[src/rtl/fpa_pkg.sv]
// Shared types, op codes and constants for the Q24.8 fixed-point ALU.
`timescale 1ns / 1ps
`default_nettype none
package fpa_pkg;

  localparam int unsigned WORD_BITS = 32;
  localparam int unsigned FRAC_BITS = 8;
  localparam int unsigned DIV_BITS  = WORD_BITS + FRAC_BITS;
  localparam int unsigned DIV_CNT_W = $clog2(DIV_BITS);

  typedef enum logic [4:0] {
    OP_ADD        = 5'd0,
    OP_SUB        = 5'd1,
    OP_MUL        = 5'd2,
    OP_DIV        = 5'd3,
    OP_GT         = 5'd4,
    OP_LT         = 5'd5,
    OP_GE         = 5'd6,
    OP_LE         = 5'd7,
    OP_EQ         = 5'd8,
    OP_NE         = 5'd9,
    OP_MIN        = 5'd10,
    OP_MAX        = 5'd11,
    OP_INC        = 5'd12,
    OP_DEC        = 5'd13,
    OP_FROM_INT   = 5'd14,
    OP_TO_INT     = 5'd15,
    OP_FROM_FLOAT = 5'd16,
    OP_TO_FLOAT   = 5'd17
  } fpa_op_e;

  typedef enum logic [1:0] {
    ST_OK   = 2'd0,
    ST_OVF  = 2'd1,
    ST_DIV0 = 2'd2,
    ST_INV  = 2'd3
  } fpa_status_e;

  typedef enum logic [1:0] {
    CLS_SIMPLE = 2'd0,
    CLS_MUL    = 2'd1,
    CLS_DIV    = 2'd2,
    CLS_FLT    = 2'd3
  } fpa_cls_e;

  typedef struct packed {
    logic [4:0]         op;
    logic signed [31:0] operand_a;
    logic signed [31:0] operand_b;
  } fpa_in_t;

  typedef struct packed {
    logic signed [31:0] result;
    logic [1:0]         status;
  } fpa_out_t;

  typedef struct packed {
    fpa_cls_e cls;
    fpa_in_t  data;
  } fpa_item_t;

endpackage
`default_nettype wire

[src/rtl/fpa_queue.sv]
// Two-entry queue between the front and back ends.
`timescale 1ns / 1ps
`default_nettype none
module fpa_queue
  import fpa_pkg::*;
(
  input  wire logic      clk_i,
  input  wire logic      rst_ni,
  input  wire logic      push_valid_i,
  output logic           push_ready_o,
  input  wire fpa_item_t push_item_i,
  output logic           pop_valid_o,
  input  wire logic      pop_ready_i,
  output fpa_item_t      pop_item_o
);

  fpa_item_t  mem_q [2];
  logic       wr_ptr_q, rd_ptr_q;
  logic [1:0] cnt_q;
  logic       push, pop;

  assign push_ready_o = (cnt_q != 2'd2);
  assign pop_valid_o  = (cnt_q != 2'd0);
  assign pop_item_o   = mem_q[rd_ptr_q];
  assign push         = push_valid_i && push_ready_o;
  assign pop          = pop_valid_o && pop_ready_i;

  always_ff @(posedge clk_i) begin
    if (push) begin
      mem_q[wr_ptr_q] <= push_item_i;
    end
  end

  always_ff @(posedge clk_i or negedge rst_ni) begin
    if (!rst_ni) begin
      wr_ptr_q <= 1'b0;
      rd_ptr_q <= 1'b0;
      cnt_q    <= 2'd0;
    end else begin
      if (push) wr_ptr_q <= ~wr_ptr_q;
      if (pop)  rd_ptr_q <= ~rd_ptr_q;
      unique case ({push, pop})
        2'b10:   cnt_q <= cnt_q + 2'd1;
        2'b01:   cnt_q <= cnt_q - 2'd1;
        default: cnt_q <= cnt_q;
      endcase
    end
  end

endmodule
`default_nettype wire

[src/rtl/fpa_front.sv]
// Front end: takes input transfers and tags each with its execution class.
`timescale 1ns / 1ps
`default_nettype none
module fpa_front
  import fpa_pkg::*;
(
  input  wire logic    in_valid_i,
  output logic         in_ready_o,
  input  wire fpa_in_t in_i,
  output logic         push_valid_o,
  input  wire logic    push_ready_i,
  output fpa_item_t    push_item_o
);

  fpa_cls_e cls;

  always_comb begin
    unique case (in_i.op)
      OP_MUL:      cls = CLS_MUL;
      OP_DIV:      cls = CLS_DIV;
      OP_TO_FLOAT: cls = CLS_FLT;
      default:     cls = CLS_SIMPLE;
    endcase
  end

  assign in_ready_o       = push_ready_i;
  assign push_valid_o     = in_valid_i;
  assign push_item_o.cls  = cls;
  assign push_item_o.data = in_i;

endmodule
`default_nettype wire

[src/rtl/fpa_div.sv]
// Restoring divider, one quotient bit per cycle.
`timescale 1ns / 1ps
`default_nettype none
module fpa_div
  import fpa_pkg::*;
(
  input  wire logic                clk_i,
  input  wire logic                rst_ni,
  input  wire logic                start_i,
  input  wire logic [DIV_BITS-1:0] dividend_i,
  input  wire logic [31:0]         divisor_i,
  output logic                     busy_o,
  output logic [DIV_BITS-1:0]      quot_o
);

  logic [DIV_BITS-1:0]  dq_q;
  logic [31:0]          rem_q, dsr_q;
  logic [DIV_CNT_W-1:0] cnt_q;
  logic                 busy_q;
  logic [32:0]          rem_sh, rem_sub;
  logic                 qbit;

  // dq_q shifts dividend bits out the top and quotient bits in the bottom
  assign rem_sh  = {rem_q, dq_q[DIV_BITS-1]};
  assign rem_sub = rem_sh - {1'b0, dsr_q};
  assign qbit    = (rem_sh >= {1'b0, dsr_q});
  assign busy_o  = busy_q;
  assign quot_o  = dq_q;

  always_ff @(posedge clk_i) begin
    if (start_i) begin
      dq_q  <= dividend_i;
      rem_q <= '0;
      dsr_q <= divisor_i;
    end else if (busy_q) begin
      dq_q  <= {dq_q[DIV_BITS-2:0], qbit};
      rem_q <= qbit ? rem_sub[31:0] : rem_sh[31:0];
    end
  end

  always_ff @(posedge clk_i or negedge rst_ni) begin
    if (!rst_ni) begin
      busy_q <= 1'b0;
      cnt_q  <= '0;
    end else if (start_i) begin
      busy_q <= 1'b1;
      cnt_q  <= '0;
    end else if (busy_q) begin
      cnt_q <= cnt_q + 1'b1;
      if (cnt_q == DIV_CNT_W'(DIV_BITS - 1)) busy_q <= 1'b0;
    end
  end

endmodule
`default_nettype wire

[src/rtl/fpa_back.sv]
// Back end: executes queued items and holds the output register.
`timescale 1ns / 1ps
`default_nettype none
module fpa_back
  import fpa_pkg::*;
(
  input  wire logic      clk_i,
  input  wire logic      rst_ni,
  input  wire logic      pop_valid_i,
  output logic           pop_ready_o,
  input  wire fpa_item_t pop_item_i,
  output logic           out_valid_o,
  input  wire logic      out_ready_i,
  output fpa_out_t       out_o
);

  typedef enum logic [1:0] {S_IDLE, S_MUL, S_FLT, S_DIV} state_e;

  state_e              state_q;
  logic                out_valid_q;
  fpa_out_t            out_q;
  logic signed [63:0]  prod_q;
  logic [31:0]         fl_mag_q;
  logic                fl_sgn_q;
  logic [4:0]          fl_p_q;
  logic                neg_q;

  logic                slot_free, issue, fin, div_start, div_busy;
  logic signed [31:0]  a, b;
  logic [31:0]         ua, ub, ma, mb;
  fpa_out_t            simple_res, fin_res;
  logic [DIV_BITS-1:0] quot;

  assign a         = pop_item_i.data.operand_a;
  assign b         = pop_item_i.data.operand_b;
  assign ua        = a;
  assign ub        = b;
  assign ma        = ua[31] ? 32'(-ua) : ua;
  assign mb        = ub[31] ? 32'(-ub) : ub;
  assign slot_free = !out_valid_q || out_ready_i;
  assign issue     = (state_q == S_IDLE) && pop_valid_i && slot_free;
  assign pop_ready_o = issue;
  assign div_start = issue && (pop_item_i.cls == CLS_DIV) && (ub != '0);

  fpa_div u_div (
    .clk_i      (clk_i),
    .rst_ni     (rst_ni),
    .start_i    (div_start),
    .dividend_i ({ma, {FRAC_BITS{1'b0}}}),
    .divisor_i  (mb),
    .busy_o     (div_busy),
    .quot_o     (quot)
  );

  // ops computed combinationally at issue, float-to-fixed included
  logic [31:0] sum, diff, ff_mag, ff_lim, sat;
  logic        ff_sat;
  logic [7:0]  ex;
  logic [23:0] mant;
  logic [8:0]  e9, sh;
  logic [25:0] rnd;

  always_comb begin
    sum  = ua + ub;
    diff = ua - ub;
    sat  = ua[31] ? 32'h8000_0000 : 32'h7fff_ffff;
    ex   = ua[30:23];
    mant = {(ex != 8'd0), ua[22:0]};
    e9   = (ex == 8'd0) ? 9'd1 : {1'b0, ex};
    ff_sat = 1'b0;
    ff_mag = '0;
    sh     = '0;
    rnd    = '0;
    if (ex == 8'hff) begin
      ff_sat = 1'b1;
    end else if (e9 >= 9'd142) begin
      sh = e9 - 9'd142;
      if (sh > 9'd8) ff_sat = 1'b1;
      else ff_mag = {8'd0, mant} << sh[3:0];
    end else begin
      sh = 9'd142 - e9;
      if (sh <= 9'd25) begin
        rnd    = ({2'b0, mant} + (26'd1 << (sh[4:0] - 5'd1))) >> sh[4:0];
        ff_mag = {6'd0, rnd};
      end
    end
    ff_lim = ua[31] ? 32'h8000_0000 : 32'h7fff_ffff;
    if (ff_mag > ff_lim) ff_sat = 1'b1;

    simple_res.status = ST_OK;
    simple_res.result = '0;
    unique case (pop_item_i.data.op)
      OP_ADD: begin
        simple_res.result = sum;
        if (ua[31] == ub[31] && sum[31] != ua[31]) simple_res.status = ST_OVF;
      end
      OP_SUB: begin
        simple_res.result = diff;
        if (ua[31] != ub[31] && diff[31] != ua[31]) simple_res.status = ST_OVF;
      end
      OP_GT:  simple_res.result = {31'd0, (a > b)};
      OP_LT:  simple_res.result = {31'd0, (a < b)};
      OP_GE:  simple_res.result = {31'd0, (a >= b)};
      OP_LE:  simple_res.result = {31'd0, (a <= b)};
      OP_EQ:  simple_res.result = {31'd0, (a == b)};
      OP_NE:  simple_res.result = {31'd0, (a != b)};
      OP_MIN: simple_res.result = (b < a) ? b : a;
      OP_MAX: simple_res.result = (a < b) ? b : a;
      OP_INC: begin
        simple_res.result = ua + 32'd1;
        if (ua == 32'h7fff_ffff) simple_res.status = ST_OVF;
      end
      OP_DEC: begin
        simple_res.result = ua - 32'd1;
        if (ua == 32'h8000_0000) simple_res.status = ST_OVF;
      end
      OP_FROM_INT: begin
        simple_res.result = ua << FRAC_BITS;
        if (!((&ua[31:31-FRAC_BITS]) || !(|ua[31:31-FRAC_BITS])))
          simple_res.status = ST_OVF;
      end
      OP_TO_INT: simple_res.result = a >>> FRAC_BITS;
      OP_FROM_FLOAT: begin
        if (ff_sat) begin
          simple_res.result = sat;
          simple_res.status = ST_INV;
        end else begin
          simple_res.result = ua[31] ? 32'(-ff_mag) : ff_mag;
        end
      end
      default: simple_res.result = '0;
    endcase
  end

  // leading one of the to_float magnitude, registered for the second stage
  logic [4:0] lead;
  always_comb begin
    lead = '0;
    for (int i = 0; i < 32; i++) begin
      if (ma[i]) lead = 5'(i);
    end
  end

  // second stages and final result selection
  logic [31:0] q_res, tf_res;
  logic        q_ovf;
  logic [23:0] tq;
  logic [24:0] tq_r;
  logic [7:0]  tk, rem, half, tp;

  always_comb begin
    q_ovf = (quot[DIV_BITS-1:32] != '0) ||
            (quot[31:0] > (neg_q ? 32'h8000_0000 : 32'h7fff_ffff));
    q_res = neg_q ? 32'(-quot[31:0]) : quot[31:0];

    tp   = {3'd0, fl_p_q};
    tk   = '0;
    rem  = '0;
    half = '0;
    tq   = '0;
    tq_r = '0;
    if (fl_p_q <= 5'd23) begin
      tq_r = {1'b0, 24'(fl_mag_q << (5'd23 - fl_p_q))};
    end else begin
      tk   = tp - 8'd23;
      rem  = 8'(fl_mag_q & ((32'd1 << tk[3:0]) - 32'd1));
      half = 8'd1 << (tk[3:0] - 4'd1);
      tq   = 24'(fl_mag_q >> tk[3:0]);
      tq_r = {1'b0, tq};
      if (rem > half || (rem == half && tq[0])) tq_r = tq_r + 25'd1;
      if (tq_r[24]) begin
        tq_r = tq_r >> 1;
        tp   = tp + 8'd1;
      end
    end
    if (fl_mag_q == '0) tf_res = '0;
    else tf_res = {fl_sgn_q, 8'(tp + 8'd127 - 8'(FRAC_BITS)), tq_r[22:0]};

    fin     = 1'b0;
    fin_res = simple_res;
    unique case (state_q)
      S_IDLE: begin
        if (issue && pop_item_i.cls == CLS_SIMPLE) fin = 1'b1;
        if (issue && pop_item_i.cls == CLS_DIV && ub == '0) begin
          fin = 1'b1;
          fin_res.result = '0;
          fin_res.status = ST_DIV0;
        end
      end
      S_MUL: begin
        fin = slot_free;
        fin_res.result = prod_q[39:8];
        fin_res.status = ((&prod_q[63:39]) || !(|prod_q[63:39])) ? ST_OK : ST_OVF;
      end
      S_FLT: begin
        fin = slot_free;
        fin_res.result = tf_res;
        fin_res.status = ST_OK;
      end
      S_DIV: begin
        fin = slot_free && !div_busy;
        fin_res.result = q_res;
        fin_res.status = q_ovf ? ST_OVF : ST_OK;
      end
      default: fin = 1'b0;
    endcase
  end

  always_ff @(posedge clk_i) begin
    if (issue) begin
      prod_q   <= a * b;
      fl_mag_q <= ma;
      fl_sgn_q <= ua[31];
      fl_p_q   <= lead;
      neg_q    <= ua[31] ^ ub[31];
    end
  end

  always_ff @(posedge clk_i or negedge rst_ni) begin
    if (!rst_ni) begin
      state_q     <= S_IDLE;
      out_valid_q <= 1'b0;
      out_q       <= '0;
    end else begin
      if (fin) begin
        out_valid_q <= 1'b1;
        out_q       <= fin_res;
      end else if (out_ready_i) begin
        out_valid_q <= 1'b0;
      end
      unique case (state_q)
        S_IDLE: begin
          if (issue) begin
            unique case (pop_item_i.cls)
              CLS_MUL: state_q <= S_MUL;
              CLS_FLT: state_q <= S_FLT;
              CLS_DIV: state_q <= (ub != '0) ? S_DIV : S_IDLE;
              default: state_q <= S_IDLE;
            endcase
          end
        end
        default: if (fin) state_q <= S_IDLE;
      endcase
    end
  end

  assign out_valid_o = out_valid_q;
  assign out_o       = out_q;

endmodule
`default_nettype wire

[src/rtl/fixed_point_q24_8_alu.sv]
// Q24.8 fixed-point ALU top level: front end, queue and back end.
// Items enter through a valid/ready channel into a two-entry queue, and
// results leave from a registered output stage, so the input keeps taking
// transfers while a result waits. Add, sub, compares, min/max, inc/dec and
// the integer and float-to-fixed conversions finish at issue and issue back
// to back while the output register is free. Multiply and fixed-to-float
// finish in a second state, after a registered 32x32 product or a registered
// leading-one position. Divide issues, then its restoring divider retires
// one of the 40 quotient bits per cycle, then it finishes; it holds the back
// end meanwhile. Divide by zero finishes at issue, without the divider.
`timescale 1ns / 1ps
`default_nettype none
module fixed_point_q24_8_alu
  import fpa_pkg::*;
(
  input  wire logic    clk_i,
  input  wire logic    rst_ni,
  input  wire logic    in_valid_i,
  output logic         in_ready_o,
  input  wire fpa_in_t in_i,
  output logic         out_valid_o,
  input  wire logic    out_ready_i,
  output fpa_out_t     out_o
);

  logic      push_valid, push_ready, pop_valid, pop_ready;
  fpa_item_t push_item, pop_item;

  fpa_front u_front (
    .in_valid_i   (in_valid_i),
    .in_ready_o   (in_ready_o),
    .in_i         (in_i),
    .push_valid_o (push_valid),
    .push_ready_i (push_ready),
    .push_item_o  (push_item)
  );

  fpa_queue u_queue (
    .clk_i        (clk_i),
    .rst_ni       (rst_ni),
    .push_valid_i (push_valid),
    .push_ready_o (push_ready),
    .push_item_i  (push_item),
    .pop_valid_o  (pop_valid),
    .pop_ready_i  (pop_ready),
    .pop_item_o   (pop_item)
  );

  fpa_back u_back (
    .clk_i       (clk_i),
    .rst_ni      (rst_ni),
    .pop_valid_i (pop_valid),
    .pop_ready_o (pop_ready),
    .pop_item_i  (pop_item),
    .out_valid_o (out_valid_o),
    .out_ready_i (out_ready_i),
    .out_o       (out_o)
  );

endmodule
`default_nettype wire

[config.mk]
export PLATFORM = sky130hd
export DESIGN_NAME = fixed_point_q24_8_alu
export DESIGN_NICKNAME = d
export VERILOG_FILES = /design/src/rtl/fpa_pkg.sv /design/src/rtl/fpa_queue.sv /design/src/rtl/fpa_front.sv /design/src/rtl/fpa_div.sv /design/src/rtl/fpa_back.sv /design/src/rtl/fixed_point_q24_8_alu.sv
export SDC_FILE = /design/constraint.sdc
export NUM_CORES = 2
export LEC_CHECK = 0
export BUFFER_PORTS_ARGS = -buffer_cell sky130_fd_sc_hd__clkbuf_2
export CAP_MARGIN = 10
export CORE_UTILIZATION = 35
export CTS_CLUSTER_DIAMETER = 120
export DETAILED_ROUTE_END_ITERATION = 12
export HOLD_SLACK_MARGIN = 0.03
export PLACE_DENSITY = 0.53
export SLEW_MARGIN = 20
export SYNTH_ARGS = -nofsm -noshare
export SYNTH_HDL_FRONTEND = slang
export SYNTH_HIERARCHICAL = 1
export SYNTH_SLANG_ARGS = --single-unit
export TNS_END_PERCENT = 30
[constraint.sdc]
create_clock -name clk_i -period 11.23 [get_ports clk_i]
set_clock_uncertainty 0.15 [all_clocks]
set_input_delay 0 -clock clk_i [delete_from_list [all_inputs] [get_ports clk_i]]
set_output_delay 0 -clock clk_i [all_outputs]
set_load 0.1 [all_outputs]
==> run_results.csv <==
group,metric,value,unit
job,cap_viol_max_count,0,
floorplan,die_area,212000,sq um
floorplan,io-pin-count,109,
global_routing,grt_max_degree,101,
yosys,synth-main-ff-cell,"edfxtp_1",
sta,finalSetupViolations,0,
global_routing,grt_pass1_wl,445,mm
clocking,worst_skew_pair.late_latency,710,ps
place,dp.cells,11000,
global_routing,grt_pass1_vias,63500,
sta,layout_min_cycle_time,10690,ps
sta,finalCritPeriodShare,95.2,%
place,gp_congestion,1.01,
yosys,synth_seq_cells,389,
sta,slew_headroom,13.9,%
clocking,clockRootBuffer,"clkbuf_16",
clocking,cts-htree-levels,2,
critical_path,cp_slowest_cell,"nor2_1",
final_layout,final_cells,11200,
routing,ant_nets,0,
floorplan,fp.coreArea,208000,sq um
clocking,cts_buffers,51,
final_layout,final_cell_mix,"inv_1 (1296), fa_1 (1086), nand2_1 (1075), nor2_1 (688), ha_1 (456)",
sta,tns,0,ps
critical_path,startpoint_type,"flop",
routing,dr.pass1.iters,7,
final_layout,drive_above_1_share,8.32,%
clocking,cts_tree,"built",
final_layout,fill_cells,21000,
global_routing,grt_use_total,28.5,%
routing,via_count,63400,
sta,slew_violations,0,
yosys,syn_avg_cell_area,8.80,sq um
yosys,ys_async_sr_fraction,12.3,%
routing,initialDrtViolationCount,6643,
final_layout,final_common_cell,"inv_1",
sta,rsz0062_at_grt,"false",
yosys,seq_area_frac_synth,15.1,%
critical_path,arrival,10870,ps
critical_path,worst-path-max-fanout,18,
final_layout,finalNetCount,9981,
floorplan,die_h,460,um
routing,post_drt_via_cell_ratio,5.66,
critical_path,path_class,"flop to flop",
yosys,synth_enable_flop_cells,309,
floorplan,fp-row-count,167,
floorplan,initial_core_util,35.4,%
routing,route.detailed.drc,0,
critical_path,end_kind,"flop",
final_layout,syn_to_final_growth,9.41,%
place,numPortBuffers,108,
sta,worstMarginPinSlew,1280,ps
global_routing,gr-total-overflow,0,
clocking,clockBufferDepth,3,
sta,fmax,93.5,MHz
critical_path,required,11410,ps
critical_path,max_stage_delay,800,ps
yosys,syn-instance-count,8361,
clocking,cts.sink_count,389,
global_routing,antenna_found_initial,22,
clocking,path_clk_slew,60,ps
floorplan,die_w,460,um
yosys,synthesis.area,73500,sq um
outcome,status,"complete, no violations",
routing,routedWlPerCell,27.0,um
hold_path,min_path_type,"input port to flop",
place,dp.final_hpwl,241,mm
routing,routed_wl,302,mm
yosys,ys.warnings.count,6,
sta,finalHoldViolCount,0,
yosys,synthDistinctLibCells,113,
final timing paths:
kind / endpoint / slack [ps] / cells past startpoint / from
worst max-delay path: u_back/prod_q[36]$_DFFE_PP_ / 540 / 34 / u_queue/rd_ptr_q$_DFFE_PN0P_
worst min-delay path: u_queue/mem_q[0][34]$_DFFE_PP_ / 50 / 2 / in_i[34]
worst max register to register: u_back/prod_q[36]$_DFFE_PP_ / 540 / 34 / u_queue/rd_ptr_q$_DFFE_PN0P_
worst min register to register: u_queue/cnt_q[1]$_DFFE_PN0P_ / 340 / 1 / u_queue/cnt_q[1]$_DFFE_PN0P_
max in group asynchronous: u_back/out_o[0]$_DFFE_PN0P_ / 9900 / 4 / rst_ni
min in group asynchronous: u_back/u_div/cnt_q[1]$_DFFE_PN0P_ / 390 / 4 / rst_ni
final cells by class:
| class | count | area (sq um) | area share [%] |
|---|---|---|---|
| Tap cell | 2788 | 3490 | 4.34 |
| Inverter | 1335 | 5010 | 6.23 |
| Sequential cell | 389 | 11100 | 13.8 |
| Clock buffer | 61 | 1320 | 1.65 |
| Antenna cell | 8 | 20.0 | 0.0249 |
| Timing Repair Buffer | 503 | 3950 | 4.91 |
| Multi-Input combinational cell | 6086 | 55100 | 68.4 |
| Clock inverter | 35 | 478 | 0.594 |
state kept, by name (all words and copies together), names as in the netlist, 2 cells and up:
signal               cells
u_back/u_div/rem_q      32
u_back/u_div/quot_o     40
u_back/prod_q           56
u_back/fl_mag_q         32
u_back/fl_p_q            5
u_back/u_div/dsr_q      32
u_back/out_o            34
u_back/state_q           2
u_queue/cnt_q            2
u_back/u_div/cnt_q       6
u_queue/mem_q          142
cells by family after synthesis:
group	synth area share (%)
flops	15.1
compound gates	13.4
other cells	0.00510
simple gates	14.5
xor+xnor	3.52
fa+ha+maj	37.3
mux	5.83
buf+inv	10.2
repair_timing:
action	in CTS	in global routing
hold buffers	139	0
endpoints found under the hold margin	275	0
buffers inserted	0	0
setup endpoints to repair	0	6
gates resized for setup	0	2
per-stage QoR:
step / instance area [sq um] / util [%] / setup WS (ps) / hold slack, ps
floorplan: 73600 / - / 1040 / -446
global placement: 77200 / 37.1 / 667 / 39.7
detailed placement: 77200 / 37.1 / 632 / 43.8
CTS: 80400 / 38.7 / 531 / 36.4
global route: 80400 / 38.7 / 43.0 / 50.0
finish: 80500 / 38.7 / 535 / 54.4
cells in the mapped netlist (29+ instances only):
cell type / n / area (sq um)
edfxtp_1: 309 / 9280
o221ai_1: 33 / 289
nor4_1: 55 / 344
dfrtp_1: 48 / 1200
nand3_1: 117 / 586
xor2_1: 59 / 517
a21o_1: 117 / 878
nor2b_1: 45 / 282
ha_1: 456 / 5710
nand4_1: 77 / 482
inv_1: 1298 / 4870
buf_4: 77 / 578
clkbuf_1: 336 / 1260
o21a_1: 41 / 308
o31ai_1: 55 / 413
nand2_1: 1075 / 4040
xnor2_1: 230 / 2010
and2_1: 31 / 194
o211ai_1: 64 / 480
nor3_1: 97 / 485
a21oi_1: 370 / 1850
dfxtp_1: 32 / 641
fa_1: 1086 / 21700
mux2_2: 61 / 687
or3_1: 40 / 250
buf_1: 100 / 375
o21bai_1: 29 / 218
buf_2: 32 / 160
o22ai_1: 37 / 231
a211oi_1: 76 / 571
mux2_4: 69 / 1040
a31oi_1: 47 / 294
mux2i_1: 191 / 1910
and3_1: 35 / 219
a221oi_1: 29 / 254
nand2b_1: 53 / 332
nor2_1: 692 / 2600
o21ai_0: 270 / 1350
routing by layer:
| layer | vias to the layer above | GRT usage, % | share of wire (%) |
|---|---|---|---|
| li1 | 27600 | - | - |
| met1 | 32200 | 38.5 | 42 |
| met2 | 2954 | 43.7 | 44 |
| met3 | 628 | 5.59 | 8.6 |
| met4 | 12 | 13.6 | 5.6 |
| met5 | - | 0 | 0.025 |
critical path, delay by kind of cell, from the launching register on:
kind / cells / cell delay [ps]
fa+ha+maj: 9 / 3880
buf+inv: 11 / 1790
simple gates: 5 / 1770
compound gates: 8 / 1710
flops: 1 / 570
mux: 1 / 360
Power is left out: the tool's default activity adds up to more than one toggle a clock period on the data nets, which glitch-free logic cannot reach.
